File: src/sv/gcl_pkg.sv
// Shared types and constants of the greedy container loading block.
package gcl_pkg;

	localparam int MAX_ITEMS   = 64;
	localparam int WEIGHT_BITS = 24;
	localparam int CAP_W       = 30;
	localparam int IDX_W       = $clog2(MAX_ITEMS);
	localparam int CNT_W       = $clog2(MAX_ITEMS + 1);
	localparam int LOAD_W      = CAP_W + 1;

	localparam int QUEUE_DEPTH = 4;
	localparam int QPTR_W      = $clog2(QUEUE_DEPTH);

	localparam int DATA_W  = 32;
	localparam int PADDR_W = 3;
	localparam int REG_W   = 1;

	localparam logic [REG_W-1:0] REG_CAPACITY = 1'b0;
	localparam logic [REG_W-1:0] REG_MODE     = 1'b1;

	localparam logic OP_STORE = 1'b0;
	localparam logic OP_RUN   = 1'b1;

	typedef struct packed {
		logic [WEIGHT_BITS-1:0] weight;
		logic                   is_last;
	} item_t;

	typedef struct packed {
		logic [IDX_W-1:0]       item_index;
		logic [WEIGHT_BITS-1:0] item_weight;
		logic [CAP_W-1:0]       running_load;
		logic [CNT_W-1:0]       loaded_count;
		logic                   none_loaded;
		logic                   run_end;
	} result_t;

	typedef struct packed {
		logic [WEIGHT_BITS-1:0] weight;
		logic                   op;
	} cmd_t;

endpackage

File: src/sv/gcl_front.sv
// Input stage: takes transactions, classifies them and pushes them to the queue.
module gcl_front import gcl_pkg::*; (
	input  logic  clk,
	input  logic  arst_n,
	input  logic  item_valid,
	output logic  item_stall,
	input  item_t item,
	output logic  push,
	output cmd_t  cmd,
	input  logic  q_full
);

	logic stage_vld_s1;
	cmd_t stage_s1;
	logic accept;

	assign push       = stage_vld_s1 && !q_full;
	assign item_stall = stage_vld_s1 && q_full;
	assign accept     = item_valid && !item_stall;
	assign cmd        = stage_s1;

	always_ff @(posedge clk or negedge arst_n) begin
		if (!arst_n) begin
			stage_vld_s1 <= 1'b0;
		end else if (accept) begin
			stage_vld_s1 <= 1'b1;
		end else if (push) begin
			stage_vld_s1 <= 1'b0;
		end
	end

	always_ff @(posedge clk) begin
		if (accept) begin
			stage_s1.weight <= item.weight;
			stage_s1.op     <= item.is_last ? OP_RUN : OP_STORE;
		end
	end

endmodule

File: src/sv/gcl_fifo.sv
// Short command queue between the input stage and the selection engine.
module gcl_fifo import gcl_pkg::*; (
	input  logic clk,
	input  logic arst_n,
	input  logic push,
	input  cmd_t push_cmd,
	output logic full,
	input  logic pop,
	output cmd_t head,
	output logic avail
);

	cmd_t              entry_q [QUEUE_DEPTH];
	logic [QPTR_W-1:0] wr_ptr_q;
	logic [QPTR_W-1:0] rd_ptr_q;
	logic [QPTR_W:0]   count_q;
	logic              do_push;
	logic              do_pop;

	assign full    = count_q == (QPTR_W+1)'(QUEUE_DEPTH);
	assign avail   = count_q != '0;
	assign head    = entry_q[rd_ptr_q];
	assign do_push = push && !full;
	assign do_pop  = pop && avail;

	always_ff @(posedge clk or negedge arst_n) begin
		if (!arst_n) begin
			wr_ptr_q <= '0;
			rd_ptr_q <= '0;
			count_q  <= '0;
		end else begin
			if (do_push) wr_ptr_q <= wr_ptr_q + 1'b1;
			if (do_pop)  rd_ptr_q <= rd_ptr_q + 1'b1;
			if (do_push && !do_pop) count_q <= count_q + 1'b1;
			else if (do_pop && !do_push) count_q <= count_q - 1'b1;
		end
	end

	always_ff @(posedge clk) begin
		if (do_push) entry_q[wr_ptr_q] <= push_cmd;
	end

endmodule

File: src/sv/gcl_back.sv
// Selection engine: weight store, greedy scan rounds and result register.
module gcl_back import gcl_pkg::*; (
	input  logic             clk,
	input  logic             arst_n,
	input  logic [CAP_W-1:0] capacity,
	input  logic             mode,
	input  cmd_t             cmd,
	input  logic             cmd_avail,
	output logic             cmd_pop,
	output logic             result_valid,
	input  logic             result_stall,
	output result_t          result
);

	localparam logic [1:0] ST_IDLE = 2'd0;
	localparam logic [1:0] ST_SCAN = 2'd1;
	localparam logic [1:0] ST_PICK = 2'd2;
	localparam logic [1:0] ST_DONE = 2'd3;

	logic [WEIGHT_BITS-1:0] mem [MAX_ITEMS];

	logic [1:0]             state_q;
	logic [CNT_W-1:0]       stored_q;
	logic [CNT_W-1:0]       scan_q;
	logic                   rd_vld_s1;
	logic [IDX_W-1:0]       rd_idx_s1;
	logic [WEIGHT_BITS-1:0] rd_data_s1;
	logic                   best_vld_q;
	logic [IDX_W-1:0]       best_idx_q;
	logic [WEIGHT_BITS-1:0] lim_q;
	logic [CAP_W-1:0]       load_q;
	logic [CNT_W-1:0]       cnt_q;
	logic [MAX_ITEMS-1:0]   taken_q;
	logic                   pend_vld_q;
	result_t                pend_q;
	logic                   res_vld_q;
	result_t                res_q;

	logic                   store_room;
	logic                   mem_we;
	logic                   rd_issue;
	logic [LOAD_W-1:0]      sum_rd;
	logic                   fits_rd;
	logic                   cand;
	logic [LOAD_W-1:0]      sum_best;
	logic                   pick_ok;
	logic                   slot_free;
	logic [CNT_W-1:0]       cnt_next;
	result_t                new_res;
	result_t                none_res;
	result_t                last_res;
	logic                   res_load;
	result_t                res_next;

	assign store_room = stored_q < CNT_W'(MAX_ITEMS);
	assign cmd_pop    = (state_q == ST_IDLE) && cmd_avail;
	assign mem_we     = cmd_pop && store_room;
	assign rd_issue   = (state_q == ST_SCAN) && (scan_q < stored_q);

	// candidate test on the word read last cycle
	assign sum_rd  = {1'b0, load_q} + LOAD_W'(rd_data_s1);
	assign fits_rd = sum_rd <= {1'b0, capacity};
	always_comb begin
		if (mode) begin
			cand = !taken_q[rd_idx_s1] && (rd_data_s1 > lim_q) && fits_rd;
		end else begin
			cand = !taken_q[rd_idx_s1] && (!best_vld_q || rd_data_s1 < lim_q);
		end
	end

	assign sum_best  = {1'b0, load_q} + LOAD_W'(lim_q);
	assign pick_ok   = best_vld_q && (mode || sum_best <= {1'b0, capacity});
	assign slot_free = !res_vld_q || !result_stall;
	assign cnt_next  = cnt_q + 1'b1;

	always_comb begin
		new_res.item_index   = best_idx_q;
		new_res.item_weight  = lim_q;
		new_res.running_load = sum_best[CAP_W-1:0];
		new_res.loaded_count = cnt_next;
		new_res.none_loaded  = 1'b0;
		new_res.run_end      = 1'b0;
		none_res             = '0;
		none_res.none_loaded = 1'b1;
		none_res.run_end     = 1'b1;
		last_res             = pend_q;
		last_res.run_end     = 1'b1;
		res_load             = 1'b0;
		res_next             = last_res;
		// previous pick leaves once a later one exists, or when the run closes
		if (state_q == ST_PICK && pick_ok && pend_vld_q && slot_free) begin
			res_load = 1'b1;
			res_next = pend_q;
		end else if (state_q == ST_DONE && slot_free) begin
			res_load = 1'b1;
			res_next = pend_vld_q ? last_res : none_res;
		end
	end

	always_ff @(posedge clk) begin
		if (mem_we) mem[stored_q[IDX_W-1:0]] <= cmd.weight;
		rd_data_s1 <= mem[scan_q[IDX_W-1:0]];
	end

	always_ff @(posedge clk or negedge arst_n) begin
		if (!arst_n) begin
			state_q    <= ST_IDLE;
			stored_q   <= '0;
			scan_q     <= '0;
			rd_vld_s1  <= 1'b0;
			rd_idx_s1  <= '0;
			best_vld_q <= 1'b0;
			best_idx_q <= '0;
			lim_q      <= '0;
			load_q     <= '0;
			cnt_q      <= '0;
			taken_q    <= '0;
			pend_vld_q <= 1'b0;
			pend_q     <= '0;
			res_vld_q  <= 1'b0;
			res_q      <= '0;
		end else begin
			rd_vld_s1 <= rd_issue;
			rd_idx_s1 <= scan_q[IDX_W-1:0];
			if (res_load) begin
				res_q     <= res_next;
				res_vld_q <= 1'b1;
			end else if (!result_stall) begin
				res_vld_q <= 1'b0;
			end

			unique case (state_q)
				ST_IDLE: begin
					if (cmd_pop) begin
						if (store_room) stored_q <= stored_q + 1'b1;
						if (cmd.op == OP_RUN) begin
							taken_q    <= '0;
							load_q     <= '0;
							cnt_q      <= '0;
							pend_vld_q <= 1'b0;
							scan_q     <= '0;
							best_vld_q <= 1'b0;
							lim_q      <= '0;
							state_q    <= ST_SCAN;
						end
					end
				end
				ST_SCAN: begin
					if (rd_issue) scan_q <= scan_q + 1'b1;
					if (rd_vld_s1 && cand) begin
						best_vld_q <= 1'b1;
						best_idx_q <= rd_idx_s1;
						lim_q      <= rd_data_s1;
					end
					if (!rd_issue && !rd_vld_s1) state_q <= ST_PICK;
				end
				ST_PICK: begin
					if (!pick_ok) begin
						state_q <= ST_DONE;
					end else if (!pend_vld_q || slot_free) begin
						taken_q[best_idx_q] <= 1'b1;
						load_q     <= sum_best[CAP_W-1:0];
						cnt_q      <= cnt_next;
						pend_q     <= new_res;
						pend_vld_q <= 1'b1;
						scan_q     <= '0;
						best_vld_q <= 1'b0;
						lim_q      <= '0;
						state_q    <= (cnt_next < stored_q) ? ST_SCAN : ST_DONE;
					end
				end
				ST_DONE: begin
					if (slot_free) begin
						pend_vld_q <= 1'b0;
						stored_q   <= '0;
						state_q    <= ST_IDLE;
					end
				end
			endcase
		end
	end

	assign result_valid = res_vld_q;
	assign result       = res_q;

	a_load_in_cap: assert property (@(posedge clk) disable iff (!arst_n)
		state_q != ST_IDLE |-> load_q <= capacity)
		else $error("load above capacity during run");

	a_taken_count: assert property (@(posedge clk) disable iff (!arst_n)
		$countones(taken_q) == int'(cnt_q))
		else $error("taken flags disagree with chosen count");

	a_cnt_le_stored: assert property (@(posedge clk) disable iff (!arst_n)
		state_q != ST_IDLE |-> cnt_q <= stored_q)
		else $error("chosen count above stored count");

	a_pend_cnt: assert property (@(posedge clk) disable iff (!arst_n)
		pend_vld_q |-> pend_q.loaded_count == cnt_q)
		else $error("held pick out of step with count");

	a_none_zero: assert property (@(posedge clk) disable iff (!arst_n)
		res_vld_q && res_q.none_loaded |->
			res_q.run_end && res_q.loaded_count == '0 && res_q.running_load == '0)
		else $error("empty-run result carries data");

endmodule

File: src/sv/greedy_container_loading_top.sv
// Top level of the greedy container loading block: APB registers and channel wiring.
//
// Usage:
//   Item channel (item_valid / item_stall / item): one container weight per
//   transaction, in load order. A transaction with is_last set closes the
//   batch and starts a selection run over the stored weights (up to
//   MAX_ITEMS; weights past that are dropped, is_last still starts the run).
//   Result channel (result_valid / result_stall / result): one transaction
//   per chosen container, the last one of a run flagged run_end. An empty
//   run gives a single transaction with none_loaded and run_end set.
//   APB: capacity at 0x0, mode at 0x4 (0 = lightest first, 1 = heaviest fit).
//   Write registers only while the block is idle.
// Throughput: weights are taken one per cycle while the queue has room; a 4-deep
//   command queue lets loading go on while a result waits. Each pick over N stored
//   weights reads all N from the store, drains the read, then picks; the run
//   closes after one more fruitless round unless all are taken.
// Results: a pick is held until the next pick or the close of the run.
// Reset: arst_n clears registers, queue and store count; store contents
//   are not cleared. A stalled result holds; the engine waits on it and the
//   queue then fills and stalls the item channel.
module greedy_container_loading_top import gcl_pkg::*; (
	input  logic               clk,
	input  logic               arst_n,
	input  logic               psel,
	input  logic               penable,
	input  logic               pwrite,
	input  logic [PADDR_W-1:0] paddr,
	input  logic [DATA_W-1:0]  pwdata,
	output logic [DATA_W-1:0]  prdata,
	output logic               pready,
	input  logic               item_valid,
	output logic               item_stall,
	input  item_t              item,
	output logic               result_valid,
	input  logic               result_stall,
	output result_t            result
);

	logic [CAP_W-1:0] capacity_q;
	logic             mode_q;
	logic [REG_W-1:0] reg_idx;
	logic             reg_wr;

	logic push;
	cmd_t push_cmd;
	logic q_full;
	cmd_t head;
	logic avail;
	logic pop;

	assign pready  = 1'b1;
	assign reg_idx = paddr[PADDR_W-1:2];
	assign reg_wr  = psel && penable && pwrite;

	// register writes land in the access phase
	always_ff @(posedge clk or negedge arst_n) begin
		if (!arst_n) begin
			capacity_q <= '0;
			mode_q     <= 1'b0;
		end else if (reg_wr) begin
			unique case (reg_idx)
				REG_CAPACITY: capacity_q <= pwdata[CAP_W-1:0];
				REG_MODE:     mode_q     <= pwdata[0];
			endcase
		end
	end

	always_comb begin
		unique case (reg_idx)
			REG_CAPACITY: prdata = DATA_W'(capacity_q);
			REG_MODE:     prdata = DATA_W'(mode_q);
		endcase
	end

	// front: accepts and classifies items
	gcl_front u_front (
		.clk        (clk),
		.arst_n     (arst_n),
		.item_valid (item_valid),
		.item_stall (item_stall),
		.item       (item),
		.push       (push),
		.cmd        (push_cmd),
		.q_full     (q_full)
	);

	// queue decouples loading from the selection engine
	gcl_fifo u_fifo (
		.clk      (clk),
		.arst_n   (arst_n),
		.push     (push),
		.push_cmd (push_cmd),
		.full     (q_full),
		.pop      (pop),
		.head     (head),
		.avail    (avail)
	);

	// back: weight store, greedy rounds, result register
	gcl_back u_back (
		.clk          (clk),
		.arst_n       (arst_n),
		.capacity     (capacity_q),
		.mode         (mode_q),
		.cmd          (head),
		.cmd_avail    (avail),
		.cmd_pop      (pop),
		.result_valid (result_valid),
		.result_stall (result_stall),
		.result       (result)
	);

endmodule
File: config.mk
export PLATFORM = sky130hd
export DESIGN_NAME = greedy_container_loading_top
export DESIGN_NICKNAME = d
export VERILOG_FILES = /design/src/sv/gcl_pkg.sv /design/src/sv/gcl_front.sv /design/src/sv/gcl_fifo.sv /design/src/sv/gcl_back.sv /design/src/sv/greedy_container_loading_top.sv
export SDC_FILE = /design/constraint.sdc
export NUM_CORES = 2
export LEC_CHECK = 0
export ABC_AREA = 1
export BUFFER_PORTS_ARGS = -buffer_cell sky130_fd_sc_hd__buf_2
export CORE_AREA = 2 2 395 397
export CTS_CLUSTER_DIAMETER = 40
export DETAILED_ROUTE_END_ITERATION = 10
export DIE_AREA = 0 0 397 399
export PLACE_DENSITY_LB_ADDON = 0.08
export SLEW_MARGIN = 40
export SYNTH_ARGS = -nofsm -noshare
export SYNTH_HDL_FRONTEND = slang
export SYNTH_SLANG_ARGS = --single-unit
File: constraint.sdc
create_clock -name clk -period 4.1 [get_ports clk]
set_clock_uncertainty 0.15 [all_clocks]
set_input_delay 0.615 -clock clk [delete_from_list [all_inputs] [get_ports clk]]
set_output_delay 0.615 -clock clk [all_outputs]
set_load 0.05 [all_outputs]
==> summary.txt <==
Routing
  • Post-route DRC: 0
  • 1st-iter DRT viols: 6806
  • WL per Instance: 24.4 um
  • Vias/cell: 5.97
  • Antenna-violating nets left: 0
  • Vias: 60300
  • Final Routed Wirelength: 246000 um
  • Pre-Repair DR Iteration Count: 8

Logic synthesis
  • Share of the synthesized area in the top cell type: 0.592
  • Top FF cell, synth: edfxtp_1
  • Main combinational cell family by area after synthesis: compound AO/OA/AOI/OAI gates
  • Async SR Flop Fraction: 0.165
  • Distinct cells, synth: 50
  • Post-synthesis compound-gate area fraction: 0.121
  • Register area share after synthesis: 0.696
  • Area leader, netlist: edfxtp_1
  • Simple-gate area share of the yosys netlist: 0.118
  • Post-synthesis mux area share: 0
  • Mapped cell area: 84200 um2
  • Mean Syn Cell Area: 11.6 um2
  • Yosys warns: 0
  • Xor/xnor share of the synthesized area: 0.00676
  • Synthesis-stage register bit count: 2017
  • Commonest cells post-synth: 1661 x edfxtp_1, 1225 x nor2_1, 1074 x o21ai_0
  • Post-synthesis cell count: 7241
  • Synth area leaders: edfxtp_1 59%, dfrtp_1 9.9%, o21ai_0 6.4%
  • Adder-cell area share of the yosys netlist: 0.0233
  • Number of synthesized flops with an enable pin: 1661
  • Top-count cell post-synth: edfxtp_1

Outcome
  • Status: finished, violations left
  • Failing checks: negative setup slack

Timing
  • Final worst setup slack: -0.380 ns
  • Final period util: 1.09
  • Max Slew Vio Count: 0
  • Min Hold Slack: 0.0684 ns
  • Final setup fails: 279
  • Max_slew headroom: 0.414
  • Minimum clock period after layout: 4.48 ns
  • Worst-Margin Slew: 0.875 ns
  • Final hold viol count: 0
  • Fmax: 223 MHz
  • RSZ-0062 raised after global routing: true

Clocking
  • Reg clk slew, reported paths: 0.06 ns
  • CTS Buf Count: 284
  • H-Tree Depth: 5
  • Root Buffer: clkbuf_16
  • Clock tree buffer depth: 4
  • CTS tree: built
  • # clock sinks: 2017
  • Worst-Skew Late Latency: 0.91 ns

Worst setup path
  • Crit start category: flip-flop
  • Critical path class: reg -> reg
  • Slowest-stage cell, CP: fa_1
  • RR Endpoint: u_back.result[3]
  • Critical Path End Type: flip-flop
  • Arrival @ worst endpoint: 5.12 ns
  • CP startpoint: u_back.load_q[0]
  • Crit path to: u_back.result[3]
  • Worst R2R Setup Slack: -0.38 ns
  • RR Startpoint: u_back.load_q[0]
  • CP peak stage delay: 0.38 ns
  • Worst reg2reg path depth: 31
  • CP most frequent cell: nand2_1
  • Crit path max fanout: 35
  • CP required: 4.74 ns

GRT
  • Aggregate global-route resource usage: 0.305
  • Largest net degree at the start of global routing: 174
  • Grt ovf: 0
  • Vias in the first global route: 56800
  • Initial antenna violation count: 4
  • First-pass GRT wire length: 361000 um

Placed design
  • Dpl cell area: 91400 um2
  • IO buf count: 163
  • HPWL Detailed: 145000 um
  • Final GP Congestion: 0.915

Power
  • Leakage: 0.0384 uW
  • Power per cell area: 751 nW/um2
  • Peak VDD IR: 0.594 mV

Floorplanning
  • Die footprint: 158000 um2
  • Starting Density: 0.548
  • Die W: 397 um
  • Die Span Y: 399 um
  • Core area: 154000 um2
  • Ports: 171
  • Row count: 144

Layout
  • Cell area after layout: 102000 um2
  • Layout area overhead: 21.6%
  • # nets final: 8070
  • Final core utilization: 0.667
  • Share of cells above drive strength 1: 0.173

Worst hold path
  • Hold Crit Class: in -> async

Job
  • # Max-Cap Violations: 0
worst min path at each step:
stage / from / to / depth (start not counted)
2_1_floorplan: arst_n / capacity_q[0] / 0
3_3_place_gp: u_back.last_res[37] / u_back.last_res[37] / 2
3_5_place_dp: u_back.last_res[37] / u_back.last_res[37] / 2
4_1_cts: penable / mode_q / 3
5_1_grt: arst_n / u_back.taken_q[59] / 2
6_report: arst_n / u_back.taken_q[59] / 2
layer usage:
layer | share of wire | wire [um] | global-route usage | up-vias
met4 | 0.044 | 10800 | 0.131 | 2
met3 | 0.087 | 21400 | 0.0508 | 501
met1 | 0.41 | 100000 | 0.429 | 29600
li1 | - | - | - | 27400
met2 | 0.46 | 113000 | 0.473 | 2807
met5 | 0.000033 | 8 | 0 | -
cell type report:
type / count / area (um2)
timing repair buffer: 762 / 6930
antenna: 1 / 2.50
sequential: 2017 / 58700
multi-input combinational: 4479 / 23900
clock inverter: 156 / 1680
clock buffer: 328 / 7560
fill: 11300 / 51200
tap: 2044 / 2560
inverter: 304 / 1160
registers in the layout, indices dropped and copies added, names as in the netlist, 3 cells and up:
name	count
capacity_q	30
u_back.cnt_q	7
u_back.lim_q	24
u_fifo.entry_q	100
u_back.taken_q	64
u_back.rd_idx_s1	6
u_back.last_res	67
u_back.load_q	30
u_back.stored_q	7
u_front.cmd	25
u_back.best_idx_q	6
u_back.mem	1536
u_fifo.count_q	3
u_back.result	69
u_back.scan_q	7
u_back.rd_data_s1	24
timing repair:
item                       4_1_cts  5_1_grt
hold endpoints to repair       333        0
hold buffers                    57        0
pin swaps                       18       39
gates resized for setup         76      155
gates cloned                     4        8
setup buffers                   14        2
setup endpoints to repair      279      279
layout by cell type (no fill, tap or decap), drive strengths merged, types with 3 or more instances in the layout:
cell	count
bufinv	27
a21oi	159
inv	337
nor2	1228
nor4	5
xnor2	25
clkinv	78
o21a	8
nand3b	4
edfxtp	1661
buf	698
dfrtp	332
dfxtp	24
ha	152
clkbuf	335
a31oi	24
o221ai	159
a21o	7
clkinvlp	18
dlygate4sd3	57
and3	3
conb	3
nand4	103
nor3	21
a32o	14
o22ai	269
fa	3
nand3	249
o21bai	3
xor2	40
o211ai	47
nand2	852
o21ai	1093
kinds of logic after synthesis:
logic type / Yosys count
and+or+nand+nor: 2468
DFF: 2017
AOI/OAI and AO/OA: 1788
buffers and inverters: 746
adders and majority gates: 155
xor gates and xnor gates: 65
other: 2
report_power, final:
part / internal [uW] / leakage, uW / total (uW) / switching, uW
Clock: 15000 / 0.00451 / 24000 / 9000
Sequential: 27200 / 0.0195 / 28100 / 823
Combinational: 7180 / 0.0144 / 24900 / 17700
through the flow:
step           worst slack, ns  cells  power [uW]  TNS [ns]
2_1_floorplan           0.0694   7242       40900         0
3_3_place_gp            -0.599   9510       51100   -121.74
3_5_place_dp            -0.717   9520       51700   -125.69
4_1_cts                 -0.344  10100       76200    -74.24
5_1_grt                 -0.656  10100       79900   -157.47
6_report                -0.380  10100       77000    -88.98
critical path, delay by kind of cell, from the launching register on:
family	cells	cell delay, ns
adder cells (fa/ha/maj)	3	0.88
XOR/XNOR	1	0.23
AO/OA/AOI/OAI	4	0.53
AND/OR/NAND/NOR	17	1.55
buffers and inverters	6	0.68
flip-flops	1	0.36
Note: power is estimated with default switching activity, not from simulation.
